$ cat config.mk
export PLATFORM = sky130hd
export DESIGN_NAME = alignment_block_scorer
export DESIGN_NICKNAME = d
export VERILOG_FILES = /design/src/rtl/abs_pkg.sv /design/src/rtl/abs_lane.sv /design/src/rtl/abs_merge.sv /design/src/rtl/alignment_block_scorer.sv
export SDC_FILE = /design/constraint.sdc
export NUM_CORES = 2
export LEC_CHECK = 0
export BUFFER_PORTS_ARGS = -buffer_cell sky130_fd_sc_hd__buf_2
export CAP_MARGIN = 25
export CORE_MARGIN = 2
export CORE_UTILIZATION = 52
export CTS_BUF_LIST = sky130_fd_sc_hd__clkbuf_4 sky130_fd_sc_hd__clkbuf_8
export CTS_CLUSTER_SIZE = 10
export DETAILED_ROUTE_END_ITERATION = 16
export GPL_TIMING_DRIVEN = 0
export PLACE_DENSITY = 0.73
export SLEW_MARGIN = 40
export SYNTH_ARGS = -nofsm -noshare
export SYNTH_HDL_FRONTEND = slang
export SYNTH_SLANG_ARGS = --single-unit
$ cat constraint.sdc
create_clock -name clock -period 21.1 [get_ports clock]
set_input_delay 2.11 -clock clock [delete_from_list [all_inputs] [get_ports clock]]
set_output_delay 2.11 -clock clock [all_outputs]
set_load 0.02 [all_outputs]
$ cat src/rtl/abs_pkg.sv
package abs_pkg;

   localparam int OUT_BITS = 39;
   localparam int PEN_BITS = 10;
   localparam int ADDR_BITS = 3;
   localparam int COUNT_BITS = 4;

   localparam logic [0:0] REG_GAP_OPEN = 1'b0;
   localparam logic [0:0] REG_GAP_EXTEND = 1'b1;

   localparam logic [PEN_BITS-1:0] GAP_OPEN_RESET = 10'd400;
   localparam logic [PEN_BITS-1:0] GAP_EXTEND_RESET = 10'd30;

   localparam logic [2:0] CODE_A = 3'd0;
   localparam logic [2:0] CODE_C = 3'd1;
   localparam logic [2:0] CODE_G = 3'd2;
   localparam logic [2:0] CODE_T = 3'd3;
   localparam logic [2:0] CODE_AMB = 3'd4;
   localparam logic [2:0] CODE_GAP = 3'd5;

   typedef struct packed {
      logic [63:0] column_chars;
      logic [3:0]  seq_count;
      logic        first_column;
      logic        last_column;
   } req_type;

   typedef struct packed {
      logic signed [OUT_BITS-1:0] block_score;
      logic                       saturated;
   } rsp_type;

   typedef struct packed {
      logic                step;
      logic                active;
      logic                clear;
      logic [2:0]          ref_code;
      logic [2:0]          code;
      logic [PEN_BITS-1:0] gap_open;
      logic [PEN_BITS-1:0] gap_extend;
   } abs_lane_ctl_type;

   typedef struct packed {
      logic                  go;
      logic [COUNT_BITS-1:0] count;
   } abs_merge_start_type;

   typedef struct packed {
      logic idle;
      logic done;
   } abs_merge_status_type;

   function automatic logic [2:0] char_code(input logic [7:0] ch);
      logic [2:0] code;
      case (ch)
         "A", "a":           code = CODE_A;
         "C", "c":           code = CODE_C;
         "G", "g":           code = CODE_G;
         "T", "t", "U", "u": code = CODE_T;
         "-":                code = CODE_GAP;
         default:            code = CODE_AMB;
      endcase
      return code;
   endfunction

   // hoxd70 substitution, zero for anything ambiguous
   function automatic logic signed [7:0] hoxd70(input logic [2:0] r, input logic [2:0] c);
      logic signed [7:0] v;
      case ({r, c})
         {CODE_A, CODE_A}: v = 8'sd91;
         {CODE_A, CODE_C}: v = -8'sd114;
         {CODE_A, CODE_G}: v = -8'sd31;
         {CODE_A, CODE_T}: v = -8'sd123;
         {CODE_C, CODE_A}: v = -8'sd114;
         {CODE_C, CODE_C}: v = 8'sd100;
         {CODE_C, CODE_G}: v = -8'sd125;
         {CODE_C, CODE_T}: v = -8'sd31;
         {CODE_G, CODE_A}: v = -8'sd31;
         {CODE_G, CODE_C}: v = -8'sd125;
         {CODE_G, CODE_G}: v = 8'sd100;
         {CODE_G, CODE_T}: v = -8'sd114;
         {CODE_T, CODE_A}: v = -8'sd123;
         {CODE_T, CODE_C}: v = -8'sd31;
         {CODE_T, CODE_G}: v = -8'sd114;
         {CODE_T, CODE_T}: v = 8'sd91;
         default:          v = 8'sd0;
      endcase
      return v;
   endfunction

   function automatic logic [6:0] ref_bonus(input logic [2:0] r);
      logic [6:0] v;
      case (r)
         CODE_A:  v = 7'd91;
         CODE_C:  v = 7'd100;
         CODE_G:  v = 7'd100;
         CODE_T:  v = 7'd91;
         default: v = 7'd0;
      endcase
      return v;
   endfunction

endpackage

$ cat src/rtl/abs_lane.sv
module abs_lane
   import abs_pkg::*;
#(
   parameter int SCORE_BITS = 31
) (
   input  logic                         clock,
   input  logic                         reset,
   input  abs_lane_ctl_type             ctl,
   output logic signed [SCORE_BITS-1:0] score,
   output logic                         clip
);

   localparam logic signed [SCORE_BITS-1:0] SCORE_MAX = {1'b0, {(SCORE_BITS-1){1'b1}}};
   localparam logic signed [SCORE_BITS-1:0] SCORE_MIN = {1'b1, {(SCORE_BITS-1){1'b0}}};

   logic signed [SCORE_BITS-1:0] score_ff, score_in;
   logic                         closed_ff, closed_in;

   logic signed [SCORE_BITS-1:0] base_score;
   logic                         base_closed;
   logic                         gap;
   logic [PEN_BITS-1:0]          pen;
   logic signed [11:0]           delta;
   logic signed [SCORE_BITS:0]   sum;
   logic                         ovf;
   logic signed [SCORE_BITS-1:0] sat;

   always_comb begin
      base_score  = ctl.clear ? '0 : score_ff;
      base_closed = ctl.clear | closed_ff;
      gap         = (ctl.code == CODE_GAP) || (ctl.ref_code == CODE_GAP);
      pen         = base_closed ? ctl.gap_open : ctl.gap_extend;
      delta       = gap ? -$signed({2'b00, pen}) : 12'(hoxd70(ctl.ref_code, ctl.code));
      sum         = {base_score[SCORE_BITS-1], base_score} + (SCORE_BITS+1)'(delta);
      ovf         = sum[SCORE_BITS] != sum[SCORE_BITS-1];
      sat         = ovf ? (sum[SCORE_BITS] ? SCORE_MIN : SCORE_MAX) : sum[SCORE_BITS-1:0];

      score_in  = score_ff;
      closed_in = closed_ff;
      if (ctl.step) begin
         if (ctl.active) begin
            score_in  = sat;
            closed_in = !gap;
         end else if (ctl.clear) begin
            score_in  = '0;
            closed_in = 1'b1;
         end
      end
   end

   always_ff @(posedge clock) begin
      if (reset) begin
         score_ff  <= '0;
         closed_ff <= 1'b1;
      end else begin
         score_ff  <= score_in;
         closed_ff <= closed_in;
      end
   end

   assign score = score_ff;
   assign clip  = ctl.step & ctl.active & ovf;

endmodule

$ cat src/rtl/abs_merge.sv
module abs_merge
   import abs_pkg::*;
#(
   parameter int MAX_SEQS   = 8,
   parameter int SCORE_BITS = 31
) (
   input  logic                         clock,
   input  logic                         reset,
   input  abs_merge_start_type          start,
   input  logic signed [SCORE_BITS-1:0] bonus,
   input  logic signed [SCORE_BITS-1:0] lane_score [MAX_SEQS],
   input  logic                         take,
   output abs_merge_status_type         status,
   output logic signed [OUT_BITS-1:0]   score,
   output logic                         clip
);

   localparam int IW    = $clog2(MAX_SEQS);
   localparam int AW    = SCORE_BITS + 3;
   localparam int RW    = SCORE_BITS + 12;
   localparam int MW    = SCORE_BITS + 11;
   localparam int CNT_W = $clog2(MW + 1);
   localparam int CW    = ((RW > OUT_BITS) ? RW : OUT_BITS) + 1;

   localparam logic signed [CW-1:0] OUT_MAX_X =
      {{(CW-OUT_BITS+1){1'b0}}, {(OUT_BITS-1){1'b1}}};
   localparam logic signed [CW-1:0] OUT_MIN_X = ~OUT_MAX_X;

   localparam logic [1:0] ST_IDLE = 2'd0;
   localparam logic [1:0] ST_SUM  = 2'd1;
   localparam logic [1:0] ST_DIV  = 2'd2;
   localparam logic [1:0] ST_OUT  = 2'd3;

   logic [1:0]            state_ff, state_in;
   logic [COUNT_BITS-1:0] count_ff, count_in;
   logic [IW-1:0]         idx_ff, idx_in;
   logic signed [AW-1:0]  acc_ff, acc_in;
   logic [3:0]            rem_ff, rem_in;
   logic [MW-1:0]         quo_ff, quo_in;
   logic                  neg_ff, neg_in;
   logic [CNT_W-1:0]      cnt_ff, cnt_in;

   logic signed [AW-1:0] total;
   logic                 sum_last;
   logic signed [RW-1:0] dividend;
   logic [RW-1:0]        mag;
   logic [4:0]           trial;
   logic                 ge;
   logic signed [RW-1:0] res;
   logic signed [CW-1:0] res_x;

   always_comb begin
      total    = acc_ff + AW'(lane_score[idx_ff]);
      sum_last = COUNT_BITS'(idx_ff) == (count_ff - COUNT_BITS'(1));
      // the value is scaled by 256 before the divide
      if (count_ff >= COUNT_BITS'(2)) begin
         dividend = RW'(total) <<< 8;
      end else begin
         dividend = RW'(bonus) <<< 8;
      end
      mag   = dividend[RW-1] ? RW'(-dividend) : RW'(dividend);
      trial = {rem_ff, quo_ff[MW-1]};
      ge    = trial >= {1'b0, count_ff};

      state_in = state_ff;
      count_in = count_ff;
      idx_in   = idx_ff;
      acc_in   = acc_ff;
      rem_in   = rem_ff;
      quo_in   = quo_ff;
      neg_in   = neg_ff;
      cnt_in   = cnt_ff;

      case (state_ff)
         ST_IDLE: begin
            if (start.go) begin
               state_in = ST_SUM;
               count_in = start.count;
               idx_in   = '0;
               acc_in   = '0;
            end
         end
         ST_SUM: begin
            acc_in = total;
            idx_in = idx_ff + IW'(1);
            if (sum_last) begin
               state_in = ST_DIV;
               quo_in   = mag[MW-1:0];
               neg_in   = dividend[RW-1];
               rem_in   = '0;
               cnt_in   = CNT_W'(MW);
            end
         end
         ST_DIV: begin
            // restoring divide, one quotient bit per cycle
            rem_in = ge ? 4'(trial - {1'b0, count_ff}) : trial[3:0];
            quo_in = {quo_ff[MW-2:0], ge};
            cnt_in = cnt_ff - CNT_W'(1);
            if (cnt_ff == CNT_W'(1)) begin
               state_in = ST_OUT;
            end
         end
         ST_OUT: begin
            if (take) begin
               state_in = ST_IDLE;
            end
         end
         default: begin
            state_in = ST_IDLE;
         end
      endcase
   end

   always_ff @(posedge clock) begin
      if (reset) begin
         state_ff <= ST_IDLE;
      end else begin
         state_ff <= state_in;
      end
      count_ff <= count_in;
      idx_ff   <= idx_in;
      acc_ff   <= acc_in;
      rem_ff   <= rem_in;
      quo_ff   <= quo_in;
      neg_ff   <= neg_in;
      cnt_ff   <= cnt_in;
   end

   always_comb begin
      res   = neg_ff ? -$signed({1'b0, quo_ff}) : $signed({1'b0, quo_ff});
      res_x = CW'(res);
      if (res_x > OUT_MAX_X) begin
         score = OUT_MAX_X[OUT_BITS-1:0];
         clip  = 1'b1;
      end else if (res_x < OUT_MIN_X) begin
         score = OUT_MIN_X[OUT_BITS-1:0];
         clip  = 1'b1;
      end else begin
         score = res_x[OUT_BITS-1:0];
         clip  = 1'b0;
      end
   end

   assign status.idle = state_ff == ST_IDLE;
   assign status.done = state_ff == ST_OUT;

endmodule

$ cat src/rtl/alignment_block_scorer.sv
// Alignment block scorer: HOXD70 substitution scores with affine gap costs.
// Columns arrive on the req_ channel, one column word per handshake; byte k
// of column_chars is sequence k, byte 0 the reference. One lane per
// sequence keeps that sequence's running score and gap-run flag.
// Columns without last_column are taken one per cycle while the merge is idle.
// A column with last_column starts the merge: a lane-by-lane sum over the n
// sequences, a bit-serial divide by n and a load of the output register;
// the score then appears on the rsp_ channel. req_ready stays low while the
// merge runs.
// A finished result sits in the rsp_ register until taken; while the
// receiver stalls, new columns are still taken, and the next block's result
// waits in the merge until the register is free.
// Gap penalties are written through the csr_ port, at byte addresses 0 and 4.
// Reset clears all lane scores, the reference bonus sum and the clip flag,
// marks every gap run closed and restores penalties 400 and 30.
module alignment_block_scorer
   import abs_pkg::*;
#(
   parameter int MAX_SEQS   = 8,
   parameter int SCORE_BITS = 31
) (
   input  logic                 clock,
   input  logic                 reset,
   input  logic                 req_valid,
   output logic                 req_ready,
   input  req_type              req_word,
   output logic                 rsp_valid,
   input  logic                 rsp_ready,
   output rsp_type              rsp_word,
   input  logic                 csr_psel,
   input  logic                 csr_penable,
   input  logic                 csr_pwrite,
   input  logic [ADDR_BITS-1:0] csr_paddr,
   input  logic [31:0]          csr_pwdata,
   output logic [31:0]          csr_prdata,
   output logic                 csr_pready
);

   localparam logic signed [SCORE_BITS-1:0] SCORE_MAX = {1'b0, {(SCORE_BITS-1){1'b1}}};
   localparam logic signed [SCORE_BITS-1:0] SCORE_MIN = {1'b1, {(SCORE_BITS-1){1'b0}}};

   logic [PEN_BITS-1:0]          gap_open_ff, gap_open_in;
   logic [PEN_BITS-1:0]          gap_extend_ff, gap_extend_in;
   logic signed [SCORE_BITS-1:0] bonus_ff, bonus_in;
   logic                         clip_seen_ff, clip_seen_in;
   logic                         rsp_valid_ff, rsp_valid_in;
   rsp_type                      rsp_ff, rsp_in;

   logic                         csr_write;
   logic [0:0]                   csr_index;
   logic                         accept;
   logic [COUNT_BITS-1:0]        n;
   logic [2:0]                   ref_code;
   logic signed [SCORE_BITS-1:0] bonus_base;
   logic signed [SCORE_BITS:0]   bonus_sum;
   logic                         bonus_ovf;
   logic [MAX_SEQS-1:0]          lane_clip;
   logic signed [SCORE_BITS-1:0] lane_score [MAX_SEQS];
   abs_lane_ctl_type             lane_ctl [MAX_SEQS];
   abs_merge_start_type          merge_start;
   abs_merge_status_type         merge_status;
   logic signed [OUT_BITS-1:0]   merge_score;
   logic                         merge_clip;
   logic                         slot_free;
   logic                         take;

   // configuration port
   assign csr_pready = 1'b1;
   assign csr_write  = csr_psel && csr_penable && csr_pwrite;
   assign csr_index  = csr_paddr[ADDR_BITS-1:2];

   always_comb begin
      gap_open_in   = gap_open_ff;
      gap_extend_in = gap_extend_ff;
      if (csr_write) begin
         case (csr_index)
            REG_GAP_OPEN:   gap_open_in   = csr_pwdata[PEN_BITS-1:0];
            REG_GAP_EXTEND: gap_extend_in = csr_pwdata[PEN_BITS-1:0];
            default:        gap_open_in   = gap_open_ff;
         endcase
      end
      case (csr_index)
         REG_GAP_OPEN:   csr_prdata = 32'(gap_open_ff);
         REG_GAP_EXTEND: csr_prdata = 32'(gap_extend_ff);
         default:        csr_prdata = '0;
      endcase
   end

   // column intake
   assign req_ready = merge_status.idle;
   assign accept    = req_valid && req_ready;
   assign ref_code  = char_code(req_word.column_chars[7:0]);

   always_comb begin
      if (req_word.seq_count == '0) begin
         n = COUNT_BITS'(1);
      end else if (req_word.seq_count > COUNT_BITS'(MAX_SEQS)) begin
         n = COUNT_BITS'(MAX_SEQS);
      end else begin
         n = req_word.seq_count;
      end
   end

   genvar k;
   generate
      for (k = 0; k < MAX_SEQS; k++) begin : g_lane
         assign lane_ctl[k].step       = accept;
         assign lane_ctl[k].active     = COUNT_BITS'(k) < n;
         assign lane_ctl[k].clear      = req_word.first_column;
         assign lane_ctl[k].ref_code   = ref_code;
         assign lane_ctl[k].code       = char_code(req_word.column_chars[8*k +: 8]);
         assign lane_ctl[k].gap_open   = gap_open_ff;
         assign lane_ctl[k].gap_extend = gap_extend_ff;

         abs_lane #(
            .SCORE_BITS(SCORE_BITS)
         ) u_lane (
            .clock (clock),
            .reset (reset),
            .ctl   (lane_ctl[k]),
            .score (lane_score[k]),
            .clip  (lane_clip[k])
         );
      end
   endgenerate

   // reference bonus sum, used when the block has a single sequence
   always_comb begin
      bonus_base = req_word.first_column ? '0 : bonus_ff;
      bonus_sum  = {bonus_base[SCORE_BITS-1], bonus_base}
                 + (SCORE_BITS+1)'(ref_bonus(ref_code));
      bonus_ovf  = bonus_sum[SCORE_BITS] != bonus_sum[SCORE_BITS-1];
   end

   assign merge_start.go    = accept && req_word.last_column;
   assign merge_start.count = n;

   abs_merge #(
      .MAX_SEQS   (MAX_SEQS),
      .SCORE_BITS (SCORE_BITS)
   ) u_merge (
      .clock      (clock),
      .reset      (reset),
      .start      (merge_start),
      .bonus      (bonus_ff),
      .lane_score (lane_score),
      .take       (take),
      .status     (merge_status),
      .score      (merge_score),
      .clip       (merge_clip)
   );

   assign slot_free = !rsp_valid_ff || rsp_ready;
   assign take      = merge_status.done && slot_free;

   always_comb begin
      bonus_in     = bonus_ff;
      clip_seen_in = clip_seen_ff;
      if (accept) begin
         if (bonus_ovf) begin
            bonus_in = bonus_sum[SCORE_BITS] ? SCORE_MIN : SCORE_MAX;
         end else begin
            bonus_in = bonus_sum[SCORE_BITS-1:0];
         end
         clip_seen_in = (!req_word.first_column && clip_seen_ff) || bonus_ovf || (|lane_clip);
      end else if (take) begin
         clip_seen_in = clip_seen_ff || merge_clip;
      end

      rsp_valid_in = rsp_valid_ff && !rsp_ready;
      rsp_in       = rsp_ff;
      if (take) begin
         rsp_valid_in          = 1'b1;
         rsp_in.block_score    = merge_score;
         rsp_in.saturated      = clip_seen_ff || merge_clip;
      end
   end

   always_ff @(posedge clock) begin
      if (reset) begin
         gap_open_ff   <= GAP_OPEN_RESET;
         gap_extend_ff <= GAP_EXTEND_RESET;
         bonus_ff      <= '0;
         clip_seen_ff  <= 1'b0;
         rsp_valid_ff  <= 1'b0;
      end else begin
         gap_open_ff   <= gap_open_in;
         gap_extend_ff <= gap_extend_in;
         bonus_ff      <= bonus_in;
         clip_seen_ff  <= clip_seen_in;
         rsp_valid_ff  <= rsp_valid_in;
      end
      rsp_ff <= rsp_in;
   end

   assign rsp_valid = rsp_valid_ff;
   assign rsp_word  = rsp_ff;

`ifndef NO_ASSERTIONS
   a_last_starts_merge: assert property (@(posedge clock) disable iff (reset)
      (accept && req_word.last_column) |=> !req_ready)
      else $error("last column did not start the merge");

   a_result_after_merge: assert property (@(posedge clock) disable iff (reset)
      $rose(rsp_valid_ff) |-> !$past(req_ready))
      else $error("result word without a finished merge");

   a_clip_sticky: assert property (@(posedge clock) disable iff (reset)
      (clip_seen_ff && !(accept && req_word.first_column)) |=> clip_seen_ff)
      else $error("clip flag dropped inside a block");
`endif

endmodule

==> metrics <==
DRT iter0 DRCs 6,442; Clk Tree Root Cell clkbuf_8; Critical Path Start req_word[12]; number of global-route vias before repair 43,200; combinational family with the most area after synthesis compound AO/OA/AOI/OAI gates; Cell Area, Synth 44,700 sq um; layout cells sized above 1 10.2%; clk_skew 51.6 ps; Post-synth EDFFs 134; GPL Wtd Cong 1.09; LEAKAGE 20.1 nW; hold buffers post-CTS 0; routed vias 47,800; minimum clock period 10,770 ps; number of buffers added on ports 138; max_cap viols 0; Worst slew margin 30.4%; Synth Area in Compound Gates 27.5%; DR pass1 iterations 8; total chip power 0.00375 W; Synth cell types 109; largest net degree at the start of global routing 48; DRT Wirelength 186,000 um; Reg-to-Reg Start u_merge.idx_ff[1]; gr usage total 40.4%; later-pin clock latency in the skew report 750 ps; residual DRC count 0; Nets 6,525; HP Class register to register; total global routing overflow 0; clk sinks 445; Starting Density 52.4%; first-pass GRT wire length 273,000 um; adder-cell share of the synthesized area 9.25%; P&R area growth vs syn 10.3%; Synth Area in Simple Gates 21.6%; post-CTS setup buffers 0; register area share after synthesis 23.0%; Worst Max-Slew Pin Slew 1030 ps; top_reg_cell synth dfxtp_1; TritonCTS clock tree built; leading area contributor after synthesis dfxtp_1; f_max 92.8 MHz; Num CTS Buffers 82; dpl cells 7,147; core area 85,100 sq um; initial antenna violation count 14; Worst R2R End u_merge.quo_ff[24]; routed wire length per instance 25.5 um; most common cell in the netlist a21oi_1; CP Class primary input to register; IO Pins 187; Max IR drop VDD 48.8 uV; post-synthesis mux area share 6.26%; Area contributors post-synth dfxtp_1 (14%), ha_1 (9.0%), edfxtp_1 (9.0%); Final TNS setup 0 ps; Clock Path Buffers 3; critical path endpoint clip_seen_ff; async set or reset register ratio after synthesis 0%; Cells after Synth 5,827; Clock transition at path regs 70 ps; Post-synth top cells a21oi_1 (676), o21ai_0 (577), nand2_1 (569), nor2_1 (430), ha_1 (322); Worst setup EP type register; syn_area_per_cell 7.66 sq um; via/cell ratio 6.54; Final Setup Violations 0; pre-CTS WS 10,200 ps; R2R cell count 18; FF-to-FF setup slack 13,670 ps; post-cts sizing count 0; CTS H-Tree Depth 3; status finished clean; row count 107; fin crit share 51.0%; Worst EP arrival 11,420 ps; die area 88,200 sq um; fill count 8,206; max-slew violations 0; crit-path max FO 11; type of origin of the critical path primary input; die width 297 um; count of non-filler cells in the finished layout 7,305; CP required 21,750 ps; RSZ-0062 raised after global routing no; top-area cell type share of the netlist area 13.9%; DP HPWL 148,000 um; Fin Hold WS 463 ps; PwrDens 76.1 nW/um^2; worst setup margin 10,330 ps; die extent in y 297 um; Yosys Warn Count 0; #FFs+latches synth 445; Routed Antenna Nets 0; Final Hold Viols 0; xor and xnor area share after synthesis 8.08%
==> layout by cell type (no fill, tap or decap), drive strengths merged, types with 134 or more instances in the layout <==
cell type and n:
nor2b 308, dfxtp 311, a21o 137, nand2 571, nor2 430, ha 322
xor2 187, a21oi 677, xnor2 225, buf 232, o21ai 616, edfxtp 134
clkbuf 406
==> cells by family (layout without fill, tap and decap cells) <==
| group | after synthesis | in the layout |
|---|---|---|
| AOI/OAI and AO/OA | 2024 | 2024 |
| buffers and inverters | 474 | 780 |
| adders and majority gates | 328 | 328 |
| xor gates and xnor gates | 412 | 412 |
| other | 2 | 30 |
| DFF | 445 | 445 |
| and+or+nand+nor | 1947 | 1947 |
| muxes | 195 | 195 |
==> stage by stage <==
step	utilization (%)	cell area [sq um]
after floorplan	-	44700
after global placement	55.0	46900
after detailed placement	55.6	47300
after CTS	57.8	49200
after global routing	57.8	49200
final	57.8	49300
==> power breakdown <==
group	total [W]	switching, W	internal, W
registers	0.00115	0.000115	0.00104
clock network	0.000972	0.000425	0.000547
logic	0.00162	0.00110	0.000525
==> sequential cells by signal, summed over array words and instances, names as in the netlist <==
name,flops
u_merge.quo_ff,42
u_merge.neg_ff,1
gap_extend_ff,10
rsp_valid,1
u_merge.rem_ff,4
clip_seen_ff,1
g_lane.u_lane.closed_ff,8
u_merge.count_ff,4
gap_open_ff,10
u_merge.cnt_ff,6
u_merge.idx_ff,3
u_merge.state_ff,2
bonus_ff,31
g_lane.u_lane.score,248
u_merge.acc_ff,34
rsp_word,40
==> worst min-delay path by stage <==
stage                                          start                    endpoint  slack, ps  cells past startpoint
after floorplan           g_lane[2].u_lane.score[16]  g_lane[2].u_lane.score[16]        430                      2
after global placement    g_lane[3].u_lane.score[17]  g_lane[3].u_lane.score[17]        450                      2
after detailed placement   g_lane[2].u_lane.score[1]   g_lane[2].u_lane.score[1]        460                      2
after CTS                  g_lane[2].u_lane.score[1]   g_lane[2].u_lane.score[1]        460                      2
after global routing      g_lane[4].u_lane.score[18]  g_lane[4].u_lane.score[18]        490                      2
final                      g_lane[2].u_lane.score[1]   g_lane[2].u_lane.score[1]        460                      2
==> cell type report <==
cell class,instances,area (sq um),area share [%]
antenna,7,17.5,0.0356
buffer,361,1550,3.14
clock buffer,122,1550,3.14
clock inverter,29,318,0.645
inverter,113,424,0.861
multi-input combinational,4929,32800,66.5
sequential,445,10200,20.8
tap,1144,1430,2.91
timing repair buffer,155,943,1.92
==> routing by layer <==
layer  track usage (%)  wire, um
met5                 0        63
met4              20.3     10800
met3              8.85     23000
met2              57.9     75300
met1              56.8     76900
==> worst max-delay path, cell delays in order <==
cell and delay, ps:
buf_2 100, nor2b_1 150, and3_1 210, nand3_1 370, nand2_1 370, inv_1 200, clkbuf_1 560, clkbuf_1 670
ha_1 510, and3_1 210, clkbuf_1 650, or2_2 230, clkbuf_1 290, a221oi_1 120, a21oi_1 510, ha_1 380
a2111oi_0 440, o21ai_0 320, a41oi_1 430, o31ai_1 170, a31o_2 280, xnor2_1 280, nor2_1 210, o21ai_0 840
nor4b_1 320, nand4_1 160, o31a_1 290
Note: power is estimated with default switching activity, not from simulation.
